## src/hft_pkg.sv

```systemverilog
package hft_pkg;

	localparam int MaxDigitsDef = 48;
	localparam int DigW = 6;
	localparam int FracW = 60;
	localparam int MantW = 53;
	localparam int ExpW = 12;
	localparam int QueueDepth = 4;

	typedef struct packed {
		logic neg;
		logic spec;
		logic nan;
		logic up;
		logic dot;
		logic [1:0] lead;
		logic [DigW-1:0] digits;
		logic [FracW-1:0] frac;
		logic exp_neg;
		logic [1:0] exp_last;
		logic [3:0][3:0] exp_dig;
	} desc_t;

	typedef struct packed {
		logic valid;
		desc_t desc;
	} entry_t;

endpackage

```

## src/hft_in_if.sv

```systemverilog
interface hft_in_if;
	logic valid;
	logic ready;
	logic [63:0] value_bits;
	logic signed [6:0] digits_wanted;
	logic upper_case;
	logic alt_form;

	modport source(output valid, output value_bits, output digits_wanted,
		output upper_case, output alt_form, input ready);
	modport sink(input valid, input value_bits, input digits_wanted,
		input upper_case, input alt_form, output ready);
endinterface

```

## src/hft_out_if.sv

```systemverilog
interface hft_out_if;
	logic valid;
	logic ready;
	logic [7:0] text_char;
	logic last_char;

	modport source(output valid, output text_char, output last_char, input ready);
	modport sink(input valid, input text_char, input last_char, output ready);
endinterface

```

## src/hex_float_text_formatter.sv

```systemverilog
// Formats one IEEE binary64 value per input word as printf %a text.
// Input channel item carries value_bits, digits_wanted, upper_case and
// alt_form; it is taken when valid and ready are both high.
// Output channel text returns the text one ASCII character per word, with
// last_char set on the final character of each value.
// A six-stage front pipeline decodes, normalizes, rounds and converts the
// exponent to decimal, then places a descriptor in a four-entry queue.
// The back sequencer reads the queue head and emits one character per cycle
// while the receiver takes them. A descriptor passes the six front stages and
// a queue entry. A value's text has three or four characters for inf and nan,
// 20 to 24 for nonzero values at the default precision and up to 59 with 48
// fraction digits. Inputs are taken every cycle while the queue has
// room, so the character rate sets the sustained throughput. Reset empties
// the pipeline and the queue and drops any text in progress. When the receiver
// holds ready low the output character stays registered, the queue fills,
// and the front pipeline then drops item.ready.
module hex_float_text_formatter #(
	parameter int MAX_DIGITS = hft_pkg::MaxDigitsDef
) (
	input logic clk,
	input logic arst_n,
	hft_in_if.sink item,
	hft_out_if.source text
);
	import hft_pkg::*;

	entry_t push;
	entry_t head;
	logic push_ready;
	logic pop;

	hft_front #(
		.MAX_DIGITS(MAX_DIGITS)
	) u_front (
		.clk(clk),
		.arst_n(arst_n),
		.item(item),
		.push(push),
		.push_ready(push_ready)
	);

	hft_queue u_queue (
		.clk(clk),
		.arst_n(arst_n),
		.push(push),
		.push_ready(push_ready),
		.head(head),
		.pop(pop)
	);

	hft_back u_back (
		.clk(clk),
		.arst_n(arst_n),
		.head(head),
		.pop(pop),
		.text(text)
	);

endmodule

```

## src/hft_front.sv

```systemverilog
module hft_front #(
	parameter int MAX_DIGITS = hft_pkg::MaxDigitsDef
) (
	input logic clk,
	input logic arst_n,
	hft_in_if.sink item,
	output hft_pkg::entry_t push,
	input logic push_ready
);
	import hft_pkg::*;

	localparam logic [DigW-1:0] MaxP = DigW'(MAX_DIGITS);
	localparam logic [DigW-1:0] DefP = DigW'(13);
	localparam logic [ExpW-1:0] EBias = ExpW'(1023);
	localparam logic [ExpW-1:0] ESubBase = ExpW'(-1022);

	logic en;
	logic vld_s1, vld_s2, vld_s3, vld_s4, vld_s5, vld_s6;

	logic [10:0] ef0;
	logic [51:0] fr0;
	logic zero0, sub0;
	logic [DigW-1:0] p0;
	logic [MantW-1:0] w0;
	logic [5:0] sh0;

	logic neg_s1, spec_s1, nan_s1, zero_s1, sub_s1, up_s1, alt_s1;
	logic [DigW-1:0] p_s1;
	logic [10:0] ef_s1;
	logic [MantW-1:0] w_s1;
	logic [5:0] sh_s1;

	logic [MantW-1:0] w2;
	logic [5:0] sh2;
	logic [ExpW-1:0] e2;

	logic neg_s2, spec_s2, nan_s2, zero_s2, up_s2, alt_s2;
	logic [DigW-1:0] p_s2;
	logic [MantW-1:0] m_s2;
	logic [ExpW-1:0] e_s2;

	logic [7:0] rnd_pos;
	logic [61:0] rnd3, big3, adj3;
	logic carry3;
	desc_t d3;
	logic [ExpW-1:0] e3;

	desc_t d_s3;
	logic zero_s3;
	logic [ExpW-1:0] e_s3;

	logic [ExpW-1:0] eabs4;
	logic [10:0] ae4;
	desc_t d4;
	logic th4;
	logic [9:0] r4;

	desc_t d_s4;
	logic th_s4;
	logic [9:0] r_s4;

	logic [3:0] h5;
	logic [6:0] r5;

	desc_t d_s5;
	logic th_s5;
	logic [3:0] h_s5;
	logic [6:0] r_s5;

	logic [3:0] t6, o6;
	desc_t d6;
	desc_t d_s6;

	assign en = !vld_s6 || push_ready;
	assign item.ready = en;
	assign push.valid = vld_s6;
	assign push.desc = d_s6;

	always_ff @(posedge clk or negedge arst_n) begin
		if (!arst_n) begin
			vld_s1 <= 1'b0;
			vld_s2 <= 1'b0;
			vld_s3 <= 1'b0;
			vld_s4 <= 1'b0;
			vld_s5 <= 1'b0;
			vld_s6 <= 1'b0;
		end else if (en) begin
			vld_s1 <= item.valid;
			vld_s2 <= vld_s1;
			vld_s3 <= vld_s2;
			vld_s4 <= vld_s3;
			vld_s5 <= vld_s4;
			vld_s6 <= vld_s5;
		end
	end

	// Decode, digit count, and the coarse half of the subnormal normalizing shift.
	always_comb begin
		ef0 = item.value_bits[62:52];
		fr0 = item.value_bits[51:0];
		zero0 = (ef0 == '0) && (fr0 == '0);
		sub0 = (ef0 == '0) && (fr0 != '0);
		if (item.digits_wanted[6]) begin
			p0 = zero0 ? '0 : DefP;
		end else if (item.digits_wanted[5:0] > MaxP) begin
			p0 = MaxP;
		end else begin
			p0 = item.digits_wanted[5:0];
		end
		w0 = {(ef0 != '0), fr0};
		sh0 = '0;
		if (w0[MantW-1 -: 32] == '0) begin
			w0 = w0 << 32;
			sh0[5] = 1'b1;
		end
		if (w0[MantW-1 -: 16] == '0) begin
			w0 = w0 << 16;
			sh0[4] = 1'b1;
		end
		if (w0[MantW-1 -: 8] == '0) begin
			w0 = w0 << 8;
			sh0[3] = 1'b1;
		end
	end

	always_ff @(posedge clk) begin
		if (en) begin
			neg_s1 <= item.value_bits[63];
			spec_s1 <= (ef0 == 11'h7FF);
			nan_s1 <= (ef0 == 11'h7FF) && (fr0 != '0);
			zero_s1 <= zero0;
			sub_s1 <= sub0;
			up_s1 <= item.upper_case;
			alt_s1 <= item.alt_form;
			p_s1 <= p0;
			ef_s1 <= ef0;
			w_s1 <= w0;
			sh_s1 <= sh0;
		end
	end

	always_comb begin
		w2 = w_s1;
		sh2 = sh_s1;
		if (w2[MantW-1 -: 4] == '0) begin
			w2 = w2 << 4;
			sh2[2] = 1'b1;
		end
		if (w2[MantW-1 -: 2] == '0) begin
			w2 = w2 << 2;
			sh2[1] = 1'b1;
		end
		if (w2[MantW-1] == 1'b0) begin
			w2 = w2 << 1;
			sh2[0] = 1'b1;
		end
		if (zero_s1) begin
			e2 = '0;
		end else if (sub_s1) begin
			e2 = ESubBase - {{(ExpW-6){1'b0}}, sh2};
		end else begin
			e2 = {{(ExpW-11){1'b0}}, ef_s1} - EBias;
		end
	end

	always_ff @(posedge clk) begin
		if (en) begin
			neg_s2 <= neg_s1;
			spec_s2 <= spec_s1;
			nan_s2 <= nan_s1;
			zero_s2 <= zero_s1;
			up_s2 <= up_s1;
			alt_s2 <= alt_s1;
			p_s2 <= p_s1;
			m_s2 <= w2;
			e_s2 <= e2;
		end
	end

	// Rounds half up at last printed digit; carry to 2 renormalizes if p_s2 > 0.
	always_comb begin
		rnd_pos = 8'd59 - {p_s2, 2'b00};
		rnd3 = (p_s2 <= DigW'(14)) ? (62'd1 << rnd_pos) : '0;
		big3 = {1'b0, m_s2, 8'b0} + rnd3;
		carry3 = big3[61] && (p_s2 != '0);
		adj3 = carry3 ? (big3 >> 1) : big3;
		e3 = carry3 ? (e_s2 + ExpW'(1)) : e_s2;
		d3 = '0;
		d3.neg = neg_s2;
		d3.spec = spec_s2;
		d3.nan = nan_s2;
		d3.up = up_s2;
		d3.dot = (p_s2 != '0) || alt_s2;
		d3.lead = adj3[61:60];
		d3.digits = p_s2;
		d3.frac = adj3[FracW-1:0];
	end

	always_ff @(posedge clk) begin
		if (en) begin
			d_s3 <= d3;
			zero_s3 <= zero_s2;
			e_s3 <= e3;
		end
	end

	always_comb begin
		eabs4 = e_s3[ExpW-1] ? (ExpW'(0) - e_s3) : e_s3;
		ae4 = eabs4[10:0];
		th4 = (ae4 >= 11'd1000);
		r4 = th4 ? 10'(ae4 - 11'd1000) : ae4[9:0];
		d4 = d_s3;
		d4.exp_neg = e_s3[ExpW-1];
		if (ae4 >= 11'd1000) begin
			d4.exp_last = 2'd3;
		end else if (ae4 >= 11'd100) begin
			d4.exp_last = 2'd2;
		end else if (ae4 >= 11'd10) begin
			d4.exp_last = 2'd1;
		end else begin
			d4.exp_last = 2'd0;
		end
	end

	always_ff @(posedge clk) begin
		if (en) begin
			d_s4 <= d4;
			th_s4 <= th4;
			r_s4 <= r4;
		end
	end

	always_comb begin
		h5 = '0;
		r5 = r_s4[6:0];
		for (int k = 1; k < 10; k++) begin
			if (r_s4 >= 10'(100 * k)) begin
				h5 = 4'(k);
				r5 = 7'(r_s4 - 10'(100 * k));
			end
		end
	end

	always_ff @(posedge clk) begin
		if (en) begin
			d_s5 <= d_s4;
			th_s5 <= th_s4;
			h_s5 <= h5;
			r_s5 <= r5;
		end
	end

	always_comb begin
		t6 = '0;
		o6 = r_s5[3:0];
		for (int k = 1; k < 10; k++) begin
			if (r_s5 >= 7'(10 * k)) begin
				t6 = 4'(k);
				o6 = 4'(r_s5 - 7'(10 * k));
			end
		end
		d6 = d_s5;
		d6.exp_dig[3] = {3'b000, th_s5};
		d6.exp_dig[2] = h_s5;
		d6.exp_dig[1] = t6;
		d6.exp_dig[0] = o6;
	end

	always_ff @(posedge clk) begin
		if (en) begin
			d_s6 <= d6;
		end
	end

`ifndef SYNTHESIS
	a_lead_norm: assert property (@(posedge clk) disable iff (!arst_n)
		vld_s3 && !d_s3.spec && !zero_s3 |-> d_s3.lead == 2'd1 || d_s3.lead == 2'd2)
		else $error("Rounded mantissa lost its normalized lead digit.");
`endif

endmodule

```

## src/hft_queue.sv

```systemverilog
module hft_queue (
	input logic clk,
	input logic arst_n,
	input hft_pkg::entry_t push,
	output logic push_ready,
	output hft_pkg::entry_t head,
	input logic pop
);
	import hft_pkg::*;

	localparam int PtrW = $clog2(QueueDepth);
	localparam int CntW = $clog2(QueueDepth + 1);

	desc_t mem_q [QueueDepth];
	logic [PtrW-1:0] wr_q, rd_q;
	logic [CntW-1:0] count_q;
	logic do_push;

	assign push_ready = (count_q != CntW'(QueueDepth));
	assign do_push = push.valid && push_ready;
	assign head.valid = (count_q != '0);
	assign head.desc = mem_q[rd_q];

	always_ff @(posedge clk) begin
		if (do_push) begin
			mem_q[wr_q] <= push.desc;
		end
	end

	always_ff @(posedge clk or negedge arst_n) begin
		if (!arst_n) begin
			wr_q <= '0;
			rd_q <= '0;
			count_q <= '0;
		end else begin
			if (do_push) begin
				wr_q <= (wr_q == PtrW'(QueueDepth - 1)) ? '0 : wr_q + PtrW'(1);
			end
			if (pop) begin
				rd_q <= (rd_q == PtrW'(QueueDepth - 1)) ? '0 : rd_q + PtrW'(1);
			end
			if (do_push && !pop) begin
				count_q <= count_q + CntW'(1);
			end else if (pop && !do_push) begin
				count_q <= count_q - CntW'(1);
			end
		end
	end

`ifndef SYNTHESIS
	a_no_underflow: assert property (@(posedge clk) disable iff (!arst_n)
		pop |-> count_q != '0)
		else $error("Descriptor queue popped while empty.");
`endif

endmodule

```

## src/hft_back.sv

```systemverilog
module hft_back (
	input logic clk,
	input logic arst_n,
	input hft_pkg::entry_t head,
	output logic pop,
	hft_out_if.source text
);
	import hft_pkg::*;

	typedef enum logic [12:0] {
		PH_START = 13'b0000000000001,
		PH_SIGN  = 13'b0000000000010,
		PH_SP0   = 13'b0000000000100,
		PH_SP1   = 13'b0000000001000,
		PH_SP2   = 13'b0000000010000,
		PH_ZERO  = 13'b0000000100000,
		PH_X     = 13'b0000001000000,
		PH_LEAD  = 13'b0000010000000,
		PH_DOT   = 13'b0000100000000,
		PH_FRAC  = 13'b0001000000000,
		PH_PCH   = 13'b0010000000000,
		PH_ESIGN = 13'b0100000000000,
		PH_EXP   = 13'b1000000000000
	} phase_t;

	localparam int NibCnt = FracW / 4;

	function automatic logic [7:0] hex_char(input logic [3:0] nib, input logic up);
		logic [7:0] c;
		if (nib < 4'd10) begin
			c = 8'("0") + {4'b0000, nib};
		end else begin
			c = (up ? 8'("A") : 8'("a")) + {4'b0000, nib} - 8'd10;
		end
		return c;
	endfunction

	function automatic logic [3:0] frac_nib(input logic [FracW-1:0] f,
		input logic [DigW-1:0] idx);
		logic [3:0] n;
		n = '0;
		for (int i = 0; i < NibCnt; i++) begin
			if (idx == DigW'(i)) begin
				n = f[FracW-1-4*i -: 4];
			end
		end
		return n;
	endfunction

	phase_t phase_q, cur, nxt;
	logic [DigW-1:0] cnt_q, cnt_nxt;
	logic [7:0] char_q, ch;
	logic last_q, last, out_valid_q, emit;
	desc_t d;

	assign d = head.desc;
	assign emit = head.valid && (!out_valid_q || text.ready);
	assign pop = emit && last;
	assign text.valid = out_valid_q;
	assign text.text_char = char_q;
	assign text.last_char = last_q;

	always_comb begin
		if (phase_q == PH_START) begin
			cur = d.neg ? PH_SIGN : (d.spec ? PH_SP0 : PH_ZERO);
		end else begin
			cur = phase_q;
		end
		ch = 8'("0");
		last = 1'b0;
		nxt = PH_START;
		cnt_nxt = cnt_q;
		case (cur)
			PH_SIGN: begin
				ch = 8'("-");
				nxt = d.spec ? PH_SP0 : PH_ZERO;
			end
			PH_SP0: begin
				ch = d.nan ? (d.up ? 8'("N") : 8'("n")) : (d.up ? 8'("I") : 8'("i"));
				nxt = PH_SP1;
			end
			PH_SP1: begin
				ch = d.nan ? (d.up ? 8'("A") : 8'("a")) : (d.up ? 8'("N") : 8'("n"));
				nxt = PH_SP2;
			end
			PH_SP2: begin
				ch = d.nan ? (d.up ? 8'("N") : 8'("n")) : (d.up ? 8'("F") : 8'("f"));
				last = 1'b1;
			end
			PH_ZERO: begin
				ch = 8'("0");
				nxt = PH_X;
			end
			PH_X: begin
				ch = d.up ? 8'("X") : 8'("x");
				nxt = PH_LEAD;
			end
			PH_LEAD: begin
				ch = hex_char({2'b00, d.lead}, d.up);
				nxt = d.dot ? PH_DOT : PH_PCH;
			end
			PH_DOT: begin
				ch = 8'(".");
				nxt = (d.digits != '0) ? PH_FRAC : PH_PCH;
				cnt_nxt = '0;
			end
			PH_FRAC: begin
				ch = hex_char(frac_nib(d.frac, cnt_q), d.up);
				if (cnt_q == d.digits - DigW'(1)) begin
					nxt = PH_PCH;
				end else begin
					nxt = PH_FRAC;
					cnt_nxt = cnt_q + DigW'(1);
				end
			end
			PH_PCH: begin
				ch = d.up ? 8'("P") : 8'("p");
				nxt = PH_ESIGN;
			end
			PH_ESIGN: begin
				ch = d.exp_neg ? 8'("-") : 8'("+");
				nxt = PH_EXP;
				cnt_nxt = {{(DigW-2){1'b0}}, d.exp_last};
			end
			PH_EXP: begin
				ch = 8'("0") + {4'b0000, d.exp_dig[cnt_q[1:0]]};
				if (cnt_q[1:0] == 2'd0) begin
					last = 1'b1;
				end else begin
					nxt = PH_EXP;
					cnt_nxt = cnt_q - DigW'(1);
				end
			end
			default: begin
				last = 1'b1;
			end
		endcase
	end

	always_ff @(posedge clk or negedge arst_n) begin
		if (!arst_n) begin
			phase_q <= PH_START;
			cnt_q <= '0;
			out_valid_q <= 1'b0;
		end else begin
			if (emit) begin
				phase_q <= last ? PH_START : nxt;
				cnt_q <= cnt_nxt;
				out_valid_q <= 1'b1;
			end else if (text.ready) begin
				out_valid_q <= 1'b0;
			end
		end
	end

	always_ff @(posedge clk) begin
		if (emit) begin
			char_q <= ch;
			last_q <= last;
		end
	end

`ifndef SYNTHESIS
	a_pop_on_last: assert property (@(posedge clk) disable iff (!arst_n)
		pop |=> text.valid && text.last_char)
		else $error("Descriptor released without its final character on the output.");
	a_head_held: assert property (@(posedge clk) disable iff (!arst_n)
		phase_q != PH_START |-> head.valid)
		else $error("Text in progress but the descriptor queue is empty.");
	a_frac_bound: assert property (@(posedge clk) disable iff (!arst_n)
		phase_q == PH_FRAC |-> cnt_q < head.desc.digits)
		else $error("Fraction digit index ran past the digit count.");
`endif

endmodule
```

## src/flat_wrapper.sv

```systemverilog
// flat-port wrapper written by rule: the top's interface ports become plain ports
module hex_float_text_formatter_flat import hft_pkg::*;
#(
	parameter int MAX_DIGITS = hft_pkg::MaxDigitsDef
)
  (clk, arst_n, item_valid, item_value_bits, item_digits_wanted, item_upper_case, item_alt_form, item_ready, text_valid, text_text_char, text_last_char, text_ready);
  hft_in_if item_i ();
  hft_out_if text_i ();
  input logic clk;
  input logic arst_n;
  input wire logic [$bits(item_i.valid)-1:0] item_valid;
  input wire logic [$bits(item_i.value_bits)-1:0] item_value_bits;
  input wire logic [$bits(item_i.digits_wanted)-1:0] item_digits_wanted;
  input wire logic [$bits(item_i.upper_case)-1:0] item_upper_case;
  input wire logic [$bits(item_i.alt_form)-1:0] item_alt_form;
  output wire logic [$bits(item_i.ready)-1:0] item_ready;
  output wire logic [$bits(text_i.valid)-1:0] text_valid;
  output wire logic [$bits(text_i.text_char)-1:0] text_text_char;
  output wire logic [$bits(text_i.last_char)-1:0] text_last_char;
  input wire logic [$bits(text_i.ready)-1:0] text_ready;
  assign item_i.valid = item_valid;
  assign item_i.value_bits = item_value_bits;
  assign item_i.digits_wanted = item_digits_wanted;
  assign item_i.upper_case = item_upper_case;
  assign item_i.alt_form = item_alt_form;
  assign item_ready = item_i.ready;
  assign text_valid = text_i.valid;
  assign text_text_char = text_i.text_char;
  assign text_last_char = text_i.last_char;
  assign text_i.ready = text_ready;
  hex_float_text_formatter #(.MAX_DIGITS(MAX_DIGITS)) u_core (.clk(clk), .arst_n(arst_n), .item(item_i), .text(text_i));
endmodule
```

## config.mk

```make
export PLATFORM = sky130hd
export DESIGN_NAME = hex_float_text_formatter_flat
export DESIGN_NICKNAME = d
export VERILOG_FILES = /design/src/hft_pkg.sv /design/src/hft_in_if.sv /design/src/hft_out_if.sv /design/src/hex_float_text_formatter.sv /design/src/hft_front.sv /design/src/hft_queue.sv /design/src/hft_back.sv /design/src/flat_wrapper.sv
export SDC_FILE = /design/constraint.sdc
export NUM_CORES = 1
export LEC_CHECK = 0
export ABC_AREA = 1
export BUFFER_PORTS_ARGS = -buffer_cell sky130_fd_sc_hd__buf_2
export CORE_MARGIN = 3
export CORE_UTILIZATION = 43
export DETAILED_ROUTE_END_ITERATION = 10
export GPL_TIMING_DRIVEN = 0
export HOLD_SLACK_MARGIN = 0.08
export MAX_ROUTING_LAYER = met4
export SETUP_SLACK_MARGIN = 0.15
export SYNTH_ARGS = -nofsm -noshare
export SYNTH_HDL_FRONTEND = slang
export SYNTH_HIERARCHICAL = 1
export SYNTH_SLANG_ARGS = --single-unit
```

## constraint.sdc

```tcl
create_clock -name clk -period 12.3 [get_ports clk]
set_input_delay 1.23 -clock clk [delete_from_list [all_inputs] [get_ports clk]]
set_output_delay 1.23 -clock clk [all_outputs]
set_load 0.01 [all_outputs]
```

==> flow_summary_export.csv, run 1 <==
group,metric,value,unit
worst_setup_path,cpMaxStageDelayCell,"edfxtp_1",
worst_setup_path,worstSetupStartpointType,"register",
cells_and_area,multiInputGateArea,0.0127,mm2
cells_and_area,fin_nets,4297,
worst_setup_path,crit_required,12660,ps
logic_synthesis,synth_cells,3957,
drt,first_pass_iters,5,
logic_synthesis,synth_common_cells,"920 x nand2_1, 865 x edfxtp_1, 509 x inv_1, 251 x o21ai_0, 230 x nor2_1",
drt,viasPerCell,5.05,
grt,grt_max_degree,125,
clock_tree,clock_path_buffers,3,
grt,grt_pass1_vias,27439,
logic_synthesis,synth.top_cell.area_share,0.616,
floorplanning,core_area,0.0970,mm2
clock_tree,insertion_delay,670,ps
placement,dpl.hpwl,72.6,mm
clock_tree,ctsHoldBuffers,0,
placement,place.gp.congestion,0.953,
power_and_ir_drop,vdd_drop_max,0.132,mV
worst_setup_path,crit_arrival,6180,ps
drt,dr_total_vias,27852,
floorplanning,dieWidth,319,um
timing,worst_pin_slew,900,ps
logic_synthesis,synth.mux.area_fraction,0.0127,
logic_synthesis,ys_ff_latch,897,
drt,drtIter0Drc,1927,
logic_synthesis,synth_area_leader_cell,"edfxtp_1",
logic_synthesis,ys_warn_count,6,
logic_synthesis,syn_avg_cell_area,10.7,um2
floorplanning,die_y,319,um
worst_setup_path,crit_path_frequent_cell,"nand2_1",
timing,fmax,0.172,GHz
power_and_ir_drop,leakage,19.6,nW
timing,rsz0062_at_grt,"false",
timing,post-route-min-period,5820,ps
logic_synthesis,synth_area_leaders,"edfxtp_1 62%, nand2_1 8.2%, inv_1 4.5%, o211ai_1 3.5%, o21ai_0 3.0%",
clock_tree,cts-resized-gates,0,
clock_tree,cts_tree,"done",
logic_synthesis,synth.most_common_cell,"nand2_1",
cells_and_area,area_growth,13.3,%
logic_synthesis,synth_compound_area_frac,0.0914,
cells_and_area,fillers,8814,
clock_tree,clock-root-buffer,"clkbuf_16",
floorplanning,die-area,0.102,mm2
floorplanning,num_io_pins,88,
drt,wirelength,98.8,mm
clock_tree,clkTransAtPathRegs,60,ps
worst_setup_path,critPathMaxStageDelay,530,ps
logic_synthesis,synth_xor_area_frac,0.0203,
status,outcome,"finished, final reports clean",
logic_synthesis,async_flop_share,0.0357,
worst_setup_path,path_buf_inv,3,
logic_synthesis,synth-edff-count,865,
worst_setup_path,critPathCaptureType,"register",
logic_synthesis,synth_cell_types,71,
timing,maxSlewViolCount,0,
clock_tree,cts_inserted_buffers,92,
worst_setup_path,r2r_setup_slack,6480,ps
floorplanning,fp-row-count,114,
worst_setup_path,crit_family,"simple AND/OR/NAND/NOR gates",
clock_tree,h-tree-depth,3,
worst_setup_path,crit_type,"reg -> reg",
cells_and_area,final_layout_size_suffix_gt1_frac,0.109,
placement,port-buffer-count,86,
worst_hold_path,hold_class,"reg -> reg",
logic_synthesis,netlist_area,0.0422,mm2
flow_run,max_cap_violations,0,
worst_setup_path,worstPathCellList,"ha_1, nand2_1, xor2_1, nor3_1, inv_1, nor2_1, ha_1, ha_1, nand3_1, o21ai_1, nand2_1, nor2_1, nand3_1, nand3_1, nand2_1, nand2_1, nand2_1, a21boi_1, nand2_1, inv_2, clkbuf_1, o21ai_0",
logic_synthesis,synth_fa_ha_area_frac,0.0177,
power_and_ir_drop,power_density,248,mW/mm2
floorplanning,initial_core_util,0.435,
cells_and_area,n_antenna_cell,0,
logic_synthesis,synth-simple-area-share,0.157,
timing,min_period_over_period,0.473,
logic_synthesis,synth_seq_area_share,0.635,
drt,ant_nets,0,
grt,grt_overflow_total,0,
logic_synthesis,synth_top_family_by_area,"simple AND/OR/NAND/NOR gates",
timing,finalHoldViolCount,0,
clock_tree,clock_sinks,897,
placement,dp.cells,5343,
drt,wl_per_cell,17.9,um
grt,grtUsageTotal,0.199,
logic_synthesis,synth_ff_type,"edfxtp_1",
grt,grt_pass1_wl,154,mm
timing,relSlewSlack,0.395,
grt,antenna_found_initial,1,
timing,setup_viol,0,
worst_setup_path,path_max_fanout,10,
cells_and_area,finalNonFillerCells,5513,
cells_and_area,regArea,0.0268,mm2
timing,skew,36.4,ps
drt,drcViolationCount,0,
timing,fin_tns_setup,0,ps
clock_tree,post_cts_buffers,0,
-- per-layer routing --
layer  share of wire  global-route usage  vias to the layer above  wire [um]
met4           0.039              0.0737                        0       3850
li1                -                   -                    14005          -
met1            0.42               0.236                    13098      41300
met3           0.031              0.0236                      195       3090
met5               0                   -                        -          0
met2            0.51               0.349                      554      50700
-- power by group --
group	switching [mW]	internal, mW
sequential	0.537	4.98
clock	1.16	1.64
combinational	2.42	1.10
total	4.12	7.72
-- layout make-up --
| cell class | count | area share |
|---|---|---|
| Tap cell | 1276 | 0.0334 |
| Buffer | 147 | 0.0157 |
| Clock buffer | 105 | 0.0492 |
| Inverter | 533 | 0.0422 |
| Sequential cell | 897 | 0.560 |
| Clock inverter | 65 | 0.0158 |
| Timing Repair Buffer | 104 | 0.0175 |
| Multi-Input combinational cell | 2386 | 0.266 |
-- stage by stage --
stage	setup slack, ps	utilization	cell area, um2	power (mW)	hold slack, ps
after floorplan	4580	-	42200	7.94	400
after global placement	1250	0.456	44200	9.22	400
after detailed placement	6480	0.461	44700	9.13	405
after CTS	6440	0.493	47800	12.0	385
after global routing	6240	0.493	47800	12.6	388
final	6480	0.493	47800	11.8	384
-- kinds of logic (layout without fill, tap and decap cells) --
family	after synthesis	in the layout
AND/OR/NAND/NOR	1538	1538
flip-flops	897	897
buffers and inverters	680	954
AO/OA/AOI/OAI	630	630
XOR/XNOR	98	98
adder cells (fa/ha/maj)	59	59
multiplexers	53	53
other	2	8
-- cells in the final DEF (no fill, tap or decap), types with 6 or more instances in the layout --
cell type and instances:
nor2_4 11, o21bai_1 17, buf_16 6, buf_12 12
conb_1 8, inv_6 6, xnor2_1 22, inv_1 509
bufinv_16 12, buf_2 154, clkbuf_1 64, o211ai_1 195
nor4_1 12, o31ai_1 8, nand2_1 919, nand4_1 40
clkinv_2 18, ha_1 58, mux2i_1 49, buf_4 16
nor3_1 56, o21ai_1 7, buf_6 7, edfxtp_1 865
or2_2 45, a21oi_1 101, nand2_2 13, clkbuf_16 92
xor2_1 76, nor2_2 6, nand3_1 178, nor2_1 226
dfrtp_1 31, o22ai_1 11, inv_2 16, clkinv_1 23
o21ai_0 251
-- worst reg2reg max path, delay by kind of cell, from the launching register on --
kind                     cells  cell delay [ps]
adder cells (fa/ha/maj)      3              780
AND/OR/NAND/NOR             12             2400
XOR/XNOR                     1              160
buffers and inverters        3             1050
flip-flops                   1              530
AO/OA/AOI/OAI                3              610
-- path summary, 6_finish.rpt --
path                                             start                      end  depth (start not counted)
worst min-delay path             u_core/u_front/d6[51]  u_core/u_front/push[51]                          0
worst max-delay path            u_core/u_front/p_s2[0]    u_core/u_front/d4[33]                         22
max in group asynchronous                       arst_n   u_core/u_back/cnt_q[0]                          1
worst min register to register   u_core/u_front/d6[51]  u_core/u_front/push[51]                          0
worst max register to register  u_core/u_front/p_s2[0]    u_core/u_front/d4[33]                         22
min in group asynchronous                       arst_n   u_core/u_queue/rd_q[1]                          1
-- registers in the layout, summed over array words and instances (netlist names), 3 cells and up --
register and cells:
u_core/u_front/e_s2 12, u_core/u_front/m_s2 53, u_core/u_front/r_s4 10, u_core/u_front/w_s1 53
u_core/u_back/cnt_q 6, u_core/u_front/d_s4 72, u_core/u_front/push 85, u_core/u_queue/count_q 3
u_core/u_back/phase_q 12, u_core/u_front/r_s5 7, u_core/u_back/text.text_char 7, u_core/u_queue/mem_q 368
u_core/u_front/d4 69, u_core/u_front/ef_s1 11, u_core/u_front/p_s1 6, u_core/u_front/p_s2 6
u_core/u_front/d6 72, u_core/u_front/e_s3 12, u_core/u_front/sh_s1 3, u_core/u_front/h_s5 4
No activity file was read; power rests on OpenSTA's default activity.
==> run 2: changes to the inputs <==
==> constraint.sdc (replaced) <==
create_clock -name clk -period 5.6 [get_ports clk]
set_input_delay 0.56 -clock clk [delete_from_list [all_inputs] [get_ports clk]]
set_output_delay 0.56 -clock clk [all_outputs]
set_load 0.01 [all_outputs]
==> run 2 against run 1 <==
  * Clock-buffer cell count is 7 higher
  * Clock skew up 9.7 ps
  * Maximum frequency up 15%
  * Critical path depth is 1 higher
  * Worst hold slack lost 260 ps
  * Register-to-register slack got worse by 5900 ps
  * Power rose by 120%
  * Design area is essentially flat
  * Sequential share of layout area about the same
  * Final cell count about the same
  * Wire length decreased by 0.54%
  * Sequential power rose by 120%
==> flow_summary_export.csv, run 2 (synthesized netlist as in run 1, its figures left out) <==
group,metric,value,unit
power_and_ir_drop,power_density,541,mW/mm2
worst_setup_path,crit_arrival,5490,ps
clock_tree,clock_sinks,897,
timing,min_period_over_period,0.904,
grt,grt_util_met3,0.0212,
grt,grtUsageMet2,0.340,
timing,fmax,0.197,GHz
worst_setup_path,worstSetupStartpointType,"register",
worst_setup_path,crit_required,6030,ps
grt,grt_overflow_total,0,
grt,grt_pass1_wl,153,mm
cells_and_area,n_antenna_cell,0,
floorplanning,die_y,319,um
clock_tree,post_cts_buffers,0,
clock_tree,h-tree-depth,3,
floorplanning,num_io_pins,88,
clock_tree,cts_inserted_buffers,92,
grt,antenna_found_initial,0,
worst_setup_path,path_max_fanout,10,
cells_and_area,final_layout_size_suffix_gt1_frac,0.109,
grt,grt_pass1_vias,27591,
clock_tree,cts_tree,"done",
timing,maxSlewViolCount,0,
clock_tree,clock_path_buffers,3,
drt,viasPerCell,5.04,
drt,ant_nets,0,
placement,dpl.hpwl,71.6,mm
cells_and_area,fin_nets,4303,
floorplanning,die-area,0.102,mm2
worst_setup_path,worstPathCellList,"ha_1, nand2_1, xor2_1, nor3_1, inv_1, nor2_2, ha_1, ha_1, nand3_1, o21ai_1, nand2_1, nor2_2, nand3_1, nand3_1, nand2_1, nand2_1, nand2_1, a21boi_1, nand2_2, inv_4, buf_2, nand2_1, xnor2_1",
cells_and_area,fillers,8758,
floorplanning,fp-row-count,114,
timing,finalHoldViolCount,0,
cells_and_area,largest_register_ffs,368,
status,outcome,"finished, final reports clean",
clock_tree,clock-root-buffer,"clkbuf_16",
grt,grt.met1_usage,0.235,
cells_and_area,final_cell_mix,"918 x nand2_1, 865 x edfxtp_1, 509 x inv_1, 251 x o21ai_0, 224 x nor2_1",
drt,dr_total_vias,27786,
flow_run,max_cap_violations,0,
floorplanning,initial_core_util,0.435,
grt,grt_max_degree,132,
worst_setup_path,cpMaxStageDelayCell,"edfxtp_1",
worst_hold_path,hold_class,"in -> reg",
timing,relSlewSlack,0.400,
cells_and_area,top_register,"u_core/u_queue/mem_q",
drt,drcViolationCount,0,
timing,fin_tns_setup,0,ps
placement,port-buffer-count,86,
timing,hold_ws,123,ps
placement,place.gp.congestion,0.953,
worst_setup_path,critPathMaxStageDelay,550,ps
grt,grtUsageTotal,0.197,
worst_setup_path,crit_type,"reg -> reg",
drt,drtIter0Drc,2091,
clock_tree,clkTransAtPathRegs,60,ps
power_and_ir_drop,leakage,19.6,nW
grt,grt_busiest_layer,"met2",
floorplanning,core_area,0.0970,mm2
timing,skew,46.1,ps
cells_and_area,area_growth,13.3,%
timing,setup_viol,0,
power_and_ir_drop,total_power,25.8,mW
cells_and_area,final_common_cell,"nand2_1",
drt,wl_per_cell,17.8,um
floorplanning,dieWidth,319,um
clock_tree,insertion_delay,680,ps
drt,wirelength,98.3,mm
power_and_ir_drop,vdd_drop_max,0.283,mV
timing,worst_pin_slew,901,ps
timing,post-route-min-period,5060,ps
worst_setup_path,critPathCaptureType,"register",
cells_and_area,final_core_util,0.493,
worst_setup_path,crit_path_frequent_cell,"nand2_1",
timing,rsz0062_at_grt,"false",
drt,first_pass_iters,6,
==> run 2: changes by cell type in the layout (fill, tap and decap cells not counted), sizes merged <==
cell,previous run,this run
bufinv,12,7
clkinv,49,47
inv,534,529
clkinvlp,3,6
clkbuf,156,163
dlygate4sd3,0,6
==> run 2: timing repair <==
action / in CTS / in global routing
gates resized for setup: 5 / 3
endpoints found under the hold margin: 36 / 0
setup endpoints to repair: 26 / 3
gates cloned: 0 / 0
hold buffers: 6 / 0
==> run 2: area by class of cell <==
cell class	instances	area, um2	share of cell area
Sequential cell	897	26800	0.560
Multi-Input combinational cell	2386	12700	0.266
Clock buffer	112	2390	0.0500
Inverter	533	2020	0.0422
Tap cell	1276	1600	0.0334
Timing Repair Buffer	110	903	0.0189
Buffer	147	752	0.0157
Clock inverter	56	618	0.0129
==> run 2: stage by stage <==
stage	instance area, um2	cells	setup slack [ps]
floorplan	42200	3963	483
CTS	47800	5517	260
global placement	44200	5325	-3240
detailed placement	44700	5343	-99.8
global route	47800	5517	176
finish	47800	5517	537
==> run 2: path summary, 6_finish.rpt <==
check	startpoint	to	slack (ps)	depth (start not counted)
max	u_core/u_front/p_s2[0]	u_core/u_front/e_s3[7]	540	23
min	item_value_bits[55]	u_core/u_front/ef_s1[3]	120	1
min reg2reg	u_core/u_front/d_s4[77]	u_core/u_front/d6[77]	390	0
max in group asynchronous	arst_n	u_core/u_back/cnt_q[1]	4560	2
min in group asynchronous	arst_n	u_core/u_queue/wr_q[1]	530	2
max reg2reg	u_core/u_front/p_s2[0]	u_core/u_front/e_s3[7]	540	23
==> run 2: report_power, final <==
group	switching, mW	internal (mW)	total, mW
combinational	5.32	2.42	7.74
clock	2.58	3.40	5.98
sequential	1.18	10.9	12.1
total	9.08	16.8	25.8
==> run 2: routing by layer <==
| layer | up-vias | wire length [um] |
|---|---|---|
| li1 | 13993 | - |
| met1 | 12980 | 41100 |
| met2 | 597 | 49500 |
| met3 | 216 | 3120 |
| met4 | 0 | 4580 |
| met5 | - | 0 |
==> run 2: critical path, delay by kind of cell (launching register included) <==
kind | cells | cell delay (ps)
and+or+nand+nor | 13 | 2050
buffers and inverters | 3 | 750
adders and majority gates | 3 | 730
DFF | 1 | 550
AOI/OAI and AO/OA | 2 | 450
xor gates and xnor gates | 2 | 290
